--- src/rtl/core/fbp_pkg.sv ---
// Shared types and constants of the feedback frame parser.
package fbp_pkg;

  localparam logic [7:0] HEADER_BYTE   = 8'h7B;
  localparam logic [7:0] TRAILER_BYTE  = 8'h7D;
  localparam int         FRAME_LEN     = 24;
  localparam int         CHECK_SPAN    = 22;
  localparam int         PAYLOAD_BYTES = CHECK_SPAN - 1;
  localparam int         PAYLOAD_W     = PAYLOAD_BYTES * 8;
  localparam int         POS_W         = 5;

  typedef enum logic [1:0] {
    STATUS_GOOD        = 2'd0,
    STATUS_BAD_TRAILER = 2'd1,
    STATUS_BAD_CHECK   = 2'd2
  } status_t;

  typedef struct packed {
    status_t                status;
    logic [PAYLOAD_W-1:0]   payload;
  } frame_rec_t;

  typedef struct packed {
    logic       valid;
    frame_rec_t rec;
  } frame_push_t;

  typedef struct packed {
    logic full;
    logic empty;
  } queue_stat_t;

endpackage

--- src/rtl/core/fbp_byte_if.sv ---
// Handshake channel that carries one received serial byte.
interface fbp_byte_if;
  logic       valid;
  logic       ready;
  logic [7:0] rx_byte;

  modport source (output valid, output rx_byte, input ready);
  modport sink (input valid, input rx_byte, output ready);
endinterface

--- src/rtl/core/fbp_result_if.sv ---
// Handshake channel that carries one decoded feedback frame result.
interface fbp_result_if;
  logic               valid;
  logic               ready;
  logic [1:0]         frame_status;
  logic               stop_flag;
  logic signed [15:0] vel_x;
  logic signed [15:0] vel_y;
  logic signed [15:0] vel_z;
  logic signed [15:0] accel_x;
  logic signed [15:0] accel_y;
  logic signed [15:0] accel_z;
  logic signed [15:0] rate_x;
  logic signed [15:0] rate_y;
  logic signed [15:0] rate_z;
  logic [15:0]        battery_mv;

  modport source (
    output valid, frame_status, stop_flag, vel_x, vel_y, vel_z,
    output accel_x, accel_y, accel_z, rate_x, rate_y, rate_z, battery_mv,
    input ready
  );
  modport sink (
    input valid, frame_status, stop_flag, vel_x, vel_y, vel_z,
    input accel_x, accel_y, accel_z, rate_x, rate_y, rate_z, battery_mv,
    output ready
  );
endinterface

--- src/rtl/core/fbp_front.sv ---
// Front part: header hunt, byte collection, XOR check and frame classification.
module fbp_front import fbp_pkg::*; (
  input  logic           clk,
  input  logic           rst,
  fbp_byte_if.sink       rx,
  input  queue_stat_t    qstat,
  output frame_push_t    push
);

  logic                 in_frame;
  logic [POS_W-1:0]     byte_position;
  logic [7:0]           running_check;
  logic [7:0]           check_byte;
  logic [PAYLOAD_W-1:0] payload;
  logic                 last_byte;
  logic                 take;
  status_t              status_next;

  assign last_byte = in_frame && (byte_position == POS_W'(FRAME_LEN - 1));
  assign rx.ready  = !(last_byte && qstat.full);
  assign take      = rx.valid && rx.ready;

  always_comb begin
    if (rx.rx_byte != TRAILER_BYTE) begin
      status_next = STATUS_BAD_TRAILER;
    end else if (running_check != check_byte) begin
      status_next = STATUS_BAD_CHECK;
    end else begin
      status_next = STATUS_GOOD;
    end
    push.valid          = take && last_byte;
    push.rec.status     = status_next;
    push.rec.payload    = payload;
  end

  always_ff @(posedge clk) begin
    if (rst) begin
      in_frame      <= 1'b0;
      byte_position <= '0;
      running_check <= '0;
    end else if (take) begin
      if (!in_frame) begin
        if (rx.rx_byte == HEADER_BYTE) begin
          in_frame      <= 1'b1;
          byte_position <= POS_W'(1);
          running_check <= rx.rx_byte;
        end
      end else if (byte_position >= POS_W'(FRAME_LEN)) begin
        in_frame      <= 1'b0;
        byte_position <= '0;
        running_check <= '0;
      end else if (last_byte) begin
        in_frame      <= 1'b0;
        byte_position <= '0;
        running_check <= '0;
      end else begin
        byte_position <= byte_position + POS_W'(1);
        if (byte_position < POS_W'(CHECK_SPAN)) begin
          running_check <= running_check ^ rx.rx_byte;
        end
      end
    end
  end

  always_ff @(posedge clk) begin
    if (take && in_frame) begin
      if (byte_position >= POS_W'(1) && byte_position < POS_W'(CHECK_SPAN)) begin
        payload <= {payload[PAYLOAD_W-9:0], rx.rx_byte};
      end
      if (byte_position == POS_W'(CHECK_SPAN)) begin
        check_byte <= rx.rx_byte;
      end
    end
  end

endmodule

--- src/rtl/core/fbp_queue.sv ---
// Two-entry queue of classified frames between the front and back parts.
module fbp_queue import fbp_pkg::*; (
  input  logic        clk,
  input  logic        rst,
  input  frame_push_t push,
  input  logic        pop,
  output frame_rec_t  head,
  output queue_stat_t qstat
);

  frame_rec_t entries [2];
  logic       wr_ptr;
  logic       rd_ptr;
  logic [1:0] count;
  logic       do_push;
  logic       do_pop;

  assign qstat.full  = (count == 2'd2);
  assign qstat.empty = (count == 2'd0);
  assign do_push     = push.valid && !qstat.full;
  assign do_pop      = pop && !qstat.empty;
  assign head        = entries[rd_ptr];

  always_ff @(posedge clk) begin
    if (rst) begin
      wr_ptr <= 1'b0;
      rd_ptr <= 1'b0;
      count  <= 2'd0;
    end else begin
      if (do_push) begin
        wr_ptr <= !wr_ptr;
      end
      if (do_pop) begin
        rd_ptr <= !rd_ptr;
      end
      if (do_push && !do_pop) begin
        count <= count + 2'd1;
      end else if (do_pop && !do_push) begin
        count <= count - 2'd1;
      end
    end
  end

  always_ff @(posedge clk) begin
    if (do_push) begin
      entries[wr_ptr] <= push.rec;
    end
  end

endmodule

--- src/rtl/core/fbp_back.sv ---
// Back part: decodes a classified frame into the registered result item.
module fbp_back import fbp_pkg::*; (
  input  logic         clk,
  input  logic         rst,
  input  frame_rec_t   head,
  input  queue_stat_t  qstat,
  output logic         pop,
  fbp_result_if.source res
);

  logic good;

  function automatic logic [15:0] word_at(input logic [PAYLOAD_W-1:0] p, input int k);
    logic [15:0] w;
    w = p[PAYLOAD_W - 9 - 16 * k -: 16];
    return w;
  endfunction

  assign pop  = !qstat.empty && (!res.valid || res.ready);
  assign good = (head.status == STATUS_GOOD);

  always_ff @(posedge clk) begin
    if (rst) begin
      res.valid <= 1'b0;
    end else if (pop) begin
      res.valid <= 1'b1;
    end else if (res.ready) begin
      res.valid <= 1'b0;
    end
  end

  always_ff @(posedge clk) begin
    if (pop) begin
      res.frame_status  <= head.status;
      res.stop_flag     <= good && (head.payload[PAYLOAD_W-1 -: 8] != 8'd0);
      res.vel_x         <= good ? word_at(head.payload, 0) : 16'd0;
      res.vel_y         <= good ? word_at(head.payload, 1) : 16'd0;
      res.vel_z         <= good ? word_at(head.payload, 2) : 16'd0;
      res.accel_x       <= good ? word_at(head.payload, 3) : 16'd0;
      res.accel_y       <= good ? word_at(head.payload, 4) : 16'd0;
      res.accel_z       <= good ? word_at(head.payload, 5) : 16'd0;
      res.rate_x        <= good ? word_at(head.payload, 6) : 16'd0;
      res.rate_y        <= good ? word_at(head.payload, 7) : 16'd0;
      res.rate_z        <= good ? word_at(head.payload, 8) : 16'd0;
      res.battery_mv    <= good ? word_at(head.payload, 9) : 16'd0;
    end
  end

endmodule

--- src/rtl/core/feedback_frame_parser.sv ---
// Feedback frame parser: serial bytes in, one decoded result per 24-byte frame out.
//
// The rx channel takes one received byte per item and accepts one byte every
// cycle unless a frame's last byte meets a full queue. While hunting, bytes
// other than the 0x7B header are dropped. After the header the next 23 bytes
// are collected without a new hunt; the 24th byte ends the frame and one
// result item leaves on the res channel, through the queue and output register.
// Its status tells a good frame, a bad trailer or a checksum mismatch; the
// decoded fields are zero unless the frame is good.
// A two-entry frame queue separates byte collection from result decoding, so
// a stalled receiver on res does not stop byte intake until the queue and the
// output register are both full; only the last byte of a frame waits then.
// Reset (synchronous, active high) returns the parser to hunting and empties
// the queue and the output register.
module feedback_frame_parser import fbp_pkg::*; (
  input  logic         clk,
  input  logic         rst,
  fbp_byte_if.sink     rx,
  fbp_result_if.source res
);

  frame_push_t push;
  frame_rec_t  head;
  queue_stat_t qstat;
  logic        pop;

  fbp_front u_front (
    .clk   (clk),
    .rst   (rst),
    .rx    (rx),
    .qstat (qstat),
    .push  (push)
  );

  fbp_queue u_queue (
    .clk   (clk),
    .rst   (rst),
    .push  (push),
    .pop   (pop),
    .head  (head),
    .qstat (qstat)
  );

  fbp_back u_back (
    .clk   (clk),
    .rst   (rst),
    .head  (head),
    .qstat (qstat),
    .pop   (pop),
    .res   (res)
  );

`ifndef ASSERT_OFF
  a_no_push_when_full: assert property (@(posedge clk) disable iff (rst)
    push.valid |-> !qstat.full)
    else $error("Frame pushed into a full queue.");

  a_bad_frame_zeroed: assert property (@(posedge clk) disable iff (rst)
    (res.valid && res.frame_status != STATUS_GOOD) |->
      (!res.stop_flag && res.vel_x == 16'd0 && res.battery_mv == 16'd0))
    else $error("Fields of a rejected frame are not zero.");

  a_pop_loads_output: assert property (@(posedge clk) disable iff (rst)
    pop |=> res.valid)
    else $error("Popped frame did not reach the output register.");
`endif

endmodule
--- src/flat_wrapper.sv ---
// flat-port wrapper written by rule: the top's interface ports become plain ports
module feedback_frame_parser_flat import fbp_pkg::*;
  (clk, rst, rx_valid, rx_rx_byte, rx_ready, res_valid, res_frame_status, res_stop_flag, res_vel_x, res_vel_y, res_vel_z, res_accel_x, res_accel_y, res_accel_z, res_rate_x, res_rate_y, res_rate_z, res_battery_mv, res_ready);
  fbp_byte_if rx_i ();
  fbp_result_if res_i ();
  input  logic clk;
  input  logic rst;
  input wire logic [$bits(rx_i.valid)-1:0] rx_valid;
  input wire logic [$bits(rx_i.rx_byte)-1:0] rx_rx_byte;
  output wire logic [$bits(rx_i.ready)-1:0] rx_ready;
  output wire logic [$bits(res_i.valid)-1:0] res_valid;
  output wire logic [$bits(res_i.frame_status)-1:0] res_frame_status;
  output wire logic [$bits(res_i.stop_flag)-1:0] res_stop_flag;
  output wire logic [$bits(res_i.vel_x)-1:0] res_vel_x;
  output wire logic [$bits(res_i.vel_y)-1:0] res_vel_y;
  output wire logic [$bits(res_i.vel_z)-1:0] res_vel_z;
  output wire logic [$bits(res_i.accel_x)-1:0] res_accel_x;
  output wire logic [$bits(res_i.accel_y)-1:0] res_accel_y;
  output wire logic [$bits(res_i.accel_z)-1:0] res_accel_z;
  output wire logic [$bits(res_i.rate_x)-1:0] res_rate_x;
  output wire logic [$bits(res_i.rate_y)-1:0] res_rate_y;
  output wire logic [$bits(res_i.rate_z)-1:0] res_rate_z;
  output wire logic [$bits(res_i.battery_mv)-1:0] res_battery_mv;
  input wire logic [$bits(res_i.ready)-1:0] res_ready;
  assign rx_i.valid = rx_valid;
  assign rx_i.rx_byte = rx_rx_byte;
  assign rx_ready = rx_i.ready;
  assign res_valid = res_i.valid;
  assign res_frame_status = res_i.frame_status;
  assign res_stop_flag = res_i.stop_flag;
  assign res_vel_x = res_i.vel_x;
  assign res_vel_y = res_i.vel_y;
  assign res_vel_z = res_i.vel_z;
  assign res_accel_x = res_i.accel_x;
  assign res_accel_y = res_i.accel_y;
  assign res_accel_z = res_i.accel_z;
  assign res_rate_x = res_i.rate_x;
  assign res_rate_y = res_i.rate_y;
  assign res_rate_z = res_i.rate_z;
  assign res_battery_mv = res_i.battery_mv;
  assign res_i.ready = res_ready;
  feedback_frame_parser u_core (.clk(clk), .rst(rst), .rx(rx_i), .res(res_i));
endmodule
--- config.mk ---
export PLATFORM = sky130hd
export DESIGN_NAME = feedback_frame_parser_flat
export DESIGN_NICKNAME = d
export VERILOG_FILES = /design/src/rtl/core/fbp_pkg.sv /design/src/rtl/core/fbp_byte_if.sv /design/src/rtl/core/fbp_result_if.sv /design/src/rtl/core/fbp_front.sv /design/src/rtl/core/fbp_queue.sv /design/src/rtl/core/fbp_back.sv /design/src/rtl/core/feedback_frame_parser.sv /design/src/flat_wrapper.sv
export SDC_FILE = /design/constraint.sdc
export NUM_CORES = 1
export LEC_CHECK = 0
export BUFFER_PORTS_ARGS = -buffer_cell sky130_fd_sc_hd__buf_2
export CAP_MARGIN = 25
export CORE_MARGIN = 3
export CORE_UTILIZATION = 35
export CTS_BUF_LIST = sky130_fd_sc_hd__clkbuf_8
export DETAILED_ROUTE_END_ITERATION = 10
export GPL_TIMING_DRIVEN = 1
export PLACE_DENSITY = 0.59
export SYNTH_ARGS = -nofsm -noshare
export SYNTH_HDL_FRONTEND = slang
export SYNTH_HIERARCHICAL = 1
export SYNTH_SLANG_ARGS = --single-unit
--- constraint.sdc ---
create_clock -name clk -period 14.7 [get_ports clk]
set_clock_uncertainty 0.2 [all_clocks]
set_input_delay 2.94 -clock clk [delete_from_list [all_inputs] [get_ports clk]]
set_output_delay 2.94 -clock clk [all_outputs]
set_load 0.1 [all_outputs]
# ---- Word level (Yosys, flattened, before mapping)
# Memory sizes are Yosys's and may differ from the RTL's. A register that Yosys moved wholly into a read port is not among the register bits.
# Cells that the tools add are included.
dict set report totals {
  inputBits 12
  latchBits 0
  word_cells 90
  n_memories 1
  rom_bits 0
  mem_bits_rw 340
  register_bits 358
}
# name depth word_bits read_ports rd_ports_with_merged_regs write_ports line
set memory_table {}
lappend memory_table {u_core.u_queue.entries 2 170 1 1 1 fbp_queue.sv:11} ;# frame_rec_t entries [2];
dict set report classes {
  shifts 0
  eq_ne 7
  n_reduce_logical 31
  n_lt_le_gt_ge 3
  multipliers 0
  div 0
  muxes 23
  n_addsub 3
  n_bitwise 1
}
# cell count
set ops {}
lappend ops {{8-bit two-way mux} 5}
lappend ops {{5-bit two-way mux} 4}
lappend ops {{1-bit logical AND} 12}
lappend ops {{5-bit equality test (second input constant)} 2}
lappend ops {{1-bit two-way mux} 10}
lappend ops {{8-bit by 7-bit equality test with 1-bit output (second input constant)} 1}
lappend ops {{1-bit zero test} 8}
lappend ops {{2-bit two-way mux} 4}
lappend ops {{8-bit by 7-bit inequality test with 1-bit output (second input constant)} 1}
lappend ops {{8-bit inequality test} 1}
lappend ops {{8-bit nonzero test} 1}
lappend ops {{8-bit XOR} 1}
lappend ops {{2-bit AND reduction} 3}
lappend ops {{2-bit nonzero test} 3}
lappend ops {{5-bit by 1-bit adder with 5-bit output (second input constant)} 1}
lappend ops {{5-bit by 1-bit >= comparator with 1-bit output (second input constant)} 1}
lappend ops {{5-bit >= comparator (second input constant)} 1}
lappend ops {{5-bit less-than comparator (second input constant)} 1}
lappend ops {{2-bit zero test} 2}
lappend ops {{4-bit by 1-bit inequality test with 1-bit output (second input constant)} 1}
lappend ops {{3-bit AND reduction} 1}
lappend ops {{2-bit by 1-bit adder with 2-bit output (second input constant)} 1}
lappend ops {{2-bit equality test (second input constant)} 1}
lappend ops {{2-bit by 1-bit subtractor with 2-bit output (second input constant)} 1}
lappend ops {{1-bit logical OR} 1}

# ---- Depth between registers and ports, before layout
dict set report depth {
  word_depth 11
  ltp_mapped 10
  ltp_nobuf 9
}

# ---- By module
# Netlist, hierarchy kept.
# module cells_each seq_area_each_um2 instances area_each_um2
set by_module_without_submodules {}
lappend by_module_without_submodules {fbp_queue 554 10309.9 1 12884.9}
lappend by_module_without_submodules {fbp_front 304 5565.3 1 6354.8}
lappend by_module_without_submodules {fbp_back 348 4914.7 1 6123.4}

# ---- Worst setup path before layout
# OpenSTA, ideal clock, no wires.
dict set report synth_timing {
  kind {input to register}
  from {input port res_ready}
  to {register u_core.u_queue.count[1]}
  stages 6
  path_slack_ns 1.627
  setup_time_ns 0.070
  n_path_buf 0
  arrival_ns 12.803
  path_cell_list {nand2b_1 -> nor2b_1 -> o21ai_0 -> ha_1 -> or3_1 -> a21oi_1}
}
dict set report synth_between {
  elab_chain_len 6
}
# item line
set synth_rtl {}
lappend synth_rtl {{start: declaration} flat_wrapper.sv:24} ;# input wire logic [$bits(res_i.ready)-1:0] res_ready;
lappend synth_rtl {{1-bit logical OR *} fbp_back.sv:19} ;# assign pop = !qstat.empty && (!res.valid || res.ready);
lappend synth_rtl {{1-bit logical AND *} fbp_back.sv:19}
lappend synth_rtl {{net u_core.pop} feedback_frame_parser.sv:25} ;# logic pop;
lappend synth_rtl {{1-bit logical AND *} fbp_queue.sv:21} ;# assign do_pop = pop && !qstat.empty;
lappend synth_rtl {{1-bit zero test} fbp_queue.sv:36} ;# if (do_push && !do_pop) begin
lappend synth_rtl {{1-bit logical AND} fbp_queue.sv:36}
lappend synth_rtl {{2-bit two-way mux or 2-bit nonzero test (tied branches)} n/a}
lappend synth_rtl {{end signal: assignment} fbp_queue.sv:37} ;# count <= count + 2'd1;
lappend synth_rtl {{end signal: assignment} fbp_queue.sv:39} ;# count <= count - 2'd1;
lappend synth_rtl {{end: declaration} fbp_queue.sv:14} ;# logic [1:0] count;
# The timed path passes the listed nets; every way through them passes the cells marked *.
# A chain may end at the register's enable or synchronous reset.

# ---- Final worst setup path
dict set report layout_timing {
  from {register u_core.u_front.byte_position[0]}
  to {output port rx_ready}
}
dict set report layout_between {
  elab_chain_len 4
}
# item line
set layout_rtl {}
lappend layout_rtl {{start: declaration} fbp_front.sv:11} ;# logic [POS_W-1:0] byte_position;
lappend layout_rtl {{start signal: assignment} fbp_front.sv:57} ;# byte_position <= byte_position + POS_W'(1);
lappend layout_rtl {{5-bit equality test} fbp_front.sv:19} ;# assign last_byte = in_frame && (byte_position == POS_W'(FRAME_LEN - 1));
lappend layout_rtl {{1-bit logical AND} fbp_front.sv:19}
lappend layout_rtl {{1-bit logical AND} fbp_front.sv:20} ;# assign rx.ready = !(last_byte && qstat.full);
lappend layout_rtl {{1-bit zero test} fbp_front.sv:20}
lappend layout_rtl {{end: declaration} flat_wrapper.sv:10} ;# output wire logic [$bits(rx_i.ready)-1:0] rx_ready;
# No other way between the ends.

==> reports/metrics.csv <==
metric,value,unit
status,finished clean,
# fillers,6448,
first-pass GRT wire length,67.9,mm
Sw Ratio,19.9,%
post-synth top area cell,edfxtp_1,
core area,71600,um^2
FMAX,181,MHz
Pleak,10.1,nW
Post-synth EDFFs,679,
PostCTS Resize Cnt,0,
Syn Std Cell Area,25400,um^2
clk slew on worst S/H paths,60,ps
"most common cell after layout, fill and taps aside",edfxtp_1,
Psw,0.724,mW
Tot Pwr,3.63,mW
Pint,2.91,mW
ys async rst share,0,%
vias in the first global route,11352,
post-layout min period,5540,ps
row count,98,
worst hold path depth,0,
Least-Margin Pin Slew,1070,ps
Clock Tree Buf Depth,3,
dpl hpwl,26.1,mm
die width,275,um
Synth area leaders,"edfxtp_1, mux2_4, mux2_2",
remaining global-route overflow,0,
RSZ-0062 raised after global routing,false,
clock root cell,clkbuf_8,
worst hold margin,247,ps
WL final,44.6,mm
Mapped Nets,1221,
CTS H-Tree Depth,3,
hold_buf cts,0,
I/O pin count,177,
DR WL/cell,17.8,um
largest net degree at the start of global routing,105,
gpl congestion,0.730,
MaxCap Viol Count,0,
initial DRC count,721,
Pwr Density,124,nW/um^2
Post-CTS Setup Inserts,0,
largest fanout on the critical path,9,
Setup TNS Final,0,ps
Reg power frac,59.3,%
final setup violation count,0,
share of cells above drive strength 1,36.7,%
crit start category,flop,
DRC,0,
P&R area growth vs syn,15.7,%
final net count,1481,
Syn Area/Cell,21.0,um^2
peak supply drop,0.0000614,V
register area share after synthesis,82.0,%
Required @ worst endpoint,11560,ps
initial core utilization,35.4,%
Yosys reg bits,699,
gr usage total,11.7,%
Clock Sinks,699,
Crit Path Class,flop to output port,
CTS tree,yes,
Yosys top cell area share,80.4,%
worst hold-check path type,flop to flop,
Yosys Warn Count,6,
Worst-Skew Late Latency,710,ps
"commonest cells after routing, fill and taps aside","edfxtp_1, buf_2, clkbuf_8",
top_reg_cell synth,edfxtp_1,
crit end category,output port,
Pre-Repair DR Iteration Count,6,
"Distinct cells, synth",48,
Inserted Clock Buffers,109,
crit path DAT,2400,ps
I/O Buffers,176,
Max transition margin,28.7,%
die footprint,75700,um^2
initial antenna violation count,1,
Post-DRT Antenna Nets,0,
combinational cell fraction of total power,0.2,%
R2R depth,6,
die height,275,um
Mapped Cells,1206,
via count,11019,
Max Slew Vio Count,0,
Tcrit/Tclk final,37.7,%
Via density,4.40,
count of final hold-check violations,0,
power share of the clock group,40.5,%
## cells in the mapped netlist (3+ instances only)
master	n
dfxtp_1	20
a21oi_1	18
nor4_1	5
mux2_4	100
clkbuf_1	8
inv_1	13
a32oi_1	8
ha_1	3
mux2i_1	9
and2_2	61
nand2_1	14
clkbuf_2	9
edfxtp_1	679
buf_6	15
mux2_2	70
nor2b_1	4
o21ai_0	4
buf_2	11
nor2_1	9
and2_1	100
xor2_1	11
## power groups by stage
stage | clock network (mW) | registers [mW] | logic (mW)
3_5_place_dp | 0 | 2.19 | 0.00781
5_1_grt | 1.62 | 2.15 | 0.00884
3_3_place_gp | 0 | 2.19 | 0.00755
2_1_floorplan | 0 | 2.19 | 0.00378
4_1_cts | 1.54 | 2.15 | 0.00785
6_report | 1.47 | 2.15 | 0.00796
## logic make-up (layout without fill, tap and decap cells)
kind of cell | after synthesis | in the layout | share of synthesized area [%]
DFF | 699 | 699 | 82.0
AOI/OAI and AO/OA | 46 | 46 | 1.34
and+or+nand+nor | 211 | 211 | 5.37
adders and majority gates | 3 | 3 | 0.148
other | 0 | 1 | 0
muxes | 179 | 179 | 9.38
buffers and inverters | 56 | 401 | 1.37
xor gates and xnor gates | 12 | 12 | 0.414
## final timing paths
kind	from	endpoint	slack, ps
setup / recovery	u_core/u_front/byte_position[0]$_SDFFE_PP0P_	rx_ready	9160
hold reg to reg	u_core/u_front/payload[165]$_DFFE_PP_	u_core/u_queue/entries[0][165]$_DFFE_PP_	250
setup reg to reg	u_core/u_front/in_frame$_SDFFE_PP0N_	u_core/u_queue/entries[0][69]$_DFFE_PP_	10680
hold / removal	u_core/u_front/payload[165]$_DFFE_PP_	u_core/u_queue/entries[0][165]$_DFFE_PP_	250
## critical path, cell delays in order (launching register included)
cell and delay [ps]:
dfxtp_1 470, ha_1 400, nand4b_1 210, or2_2 310, buf_2 290
## through the flow
| stage | cell area (um^2) | cells | util, % | worst slack, ps |
|---|---|---|---|---|
| 5_1_grt | 29400 | 2502 | 41.0 | 9040 |
| 3_5_place_dp | 27300 | 2303 | 38.1 | 8690 |
| 2_1_floorplan | 25400 | 1206 | - | 1630 |
| 3_3_place_gp | 27300 | 2302 | 38.1 | 8650 |
| 6_report | 29400 | 2502 | 41.0 | 9160 |
| 4_1_cts | 29300 | 2499 | 40.9 | 9110 |
## area by class of cell
| cell class | count | area, um^2 | share of cell area, % |
|---|---|---|---|
| repair buffers | 192 | 1060 | 3.61 |
| multi-input cells | 451 | 4240 | 14.5 |
| inverters | 13 | 56.3 | 0.192 |
| clock buffers | 113 | 1560 | 5.30 |
| clock inverters | 83 | 450 | 1.53 |
| diodes | 1 | 2.50 | 0.00853 |
| flip-flops and latches | 699 | 20800 | 70.8 |
| well taps | 950 | 1190 | 4.05 |
## flip-flops by register name (all words and copies together) (netlist names), 5 cells and up, named ones only
signal	cells
u_core/u_back/res.battery_mv	16
u_core/u_back/res.rate_z	16
u_core/u_back/res.vel_y	16
u_core/u_front/byte_position	5
u_core/u_back/res.accel_x	16
u_core/u_back/res.rate_y	16
u_core/u_back/res.vel_z	16
u_core/u_queue/entries	340
u_core/u_back/res.accel_z	16
u_core/u_back/res.rate_x	16
u_core/u_back/res.vel_x	16
u_core/u_front/running_check	8
u_core/u_front/payload	168
u_core/u_back/res.accel_y	16
u_core/u_front/check_byte	8
## per-layer routing
layer	share of wire (%)	track usage (%)	routed length (um)	up-vias
met5	0	0	0	-
met2	46	18.1	20700	281
met3	5.2	3.09	2330	73
li1	-	-	-	5155
met4	1.8	3.64	822	0
met1	47	16.3	20700	5510
Power figures use the tool's default switching activity.
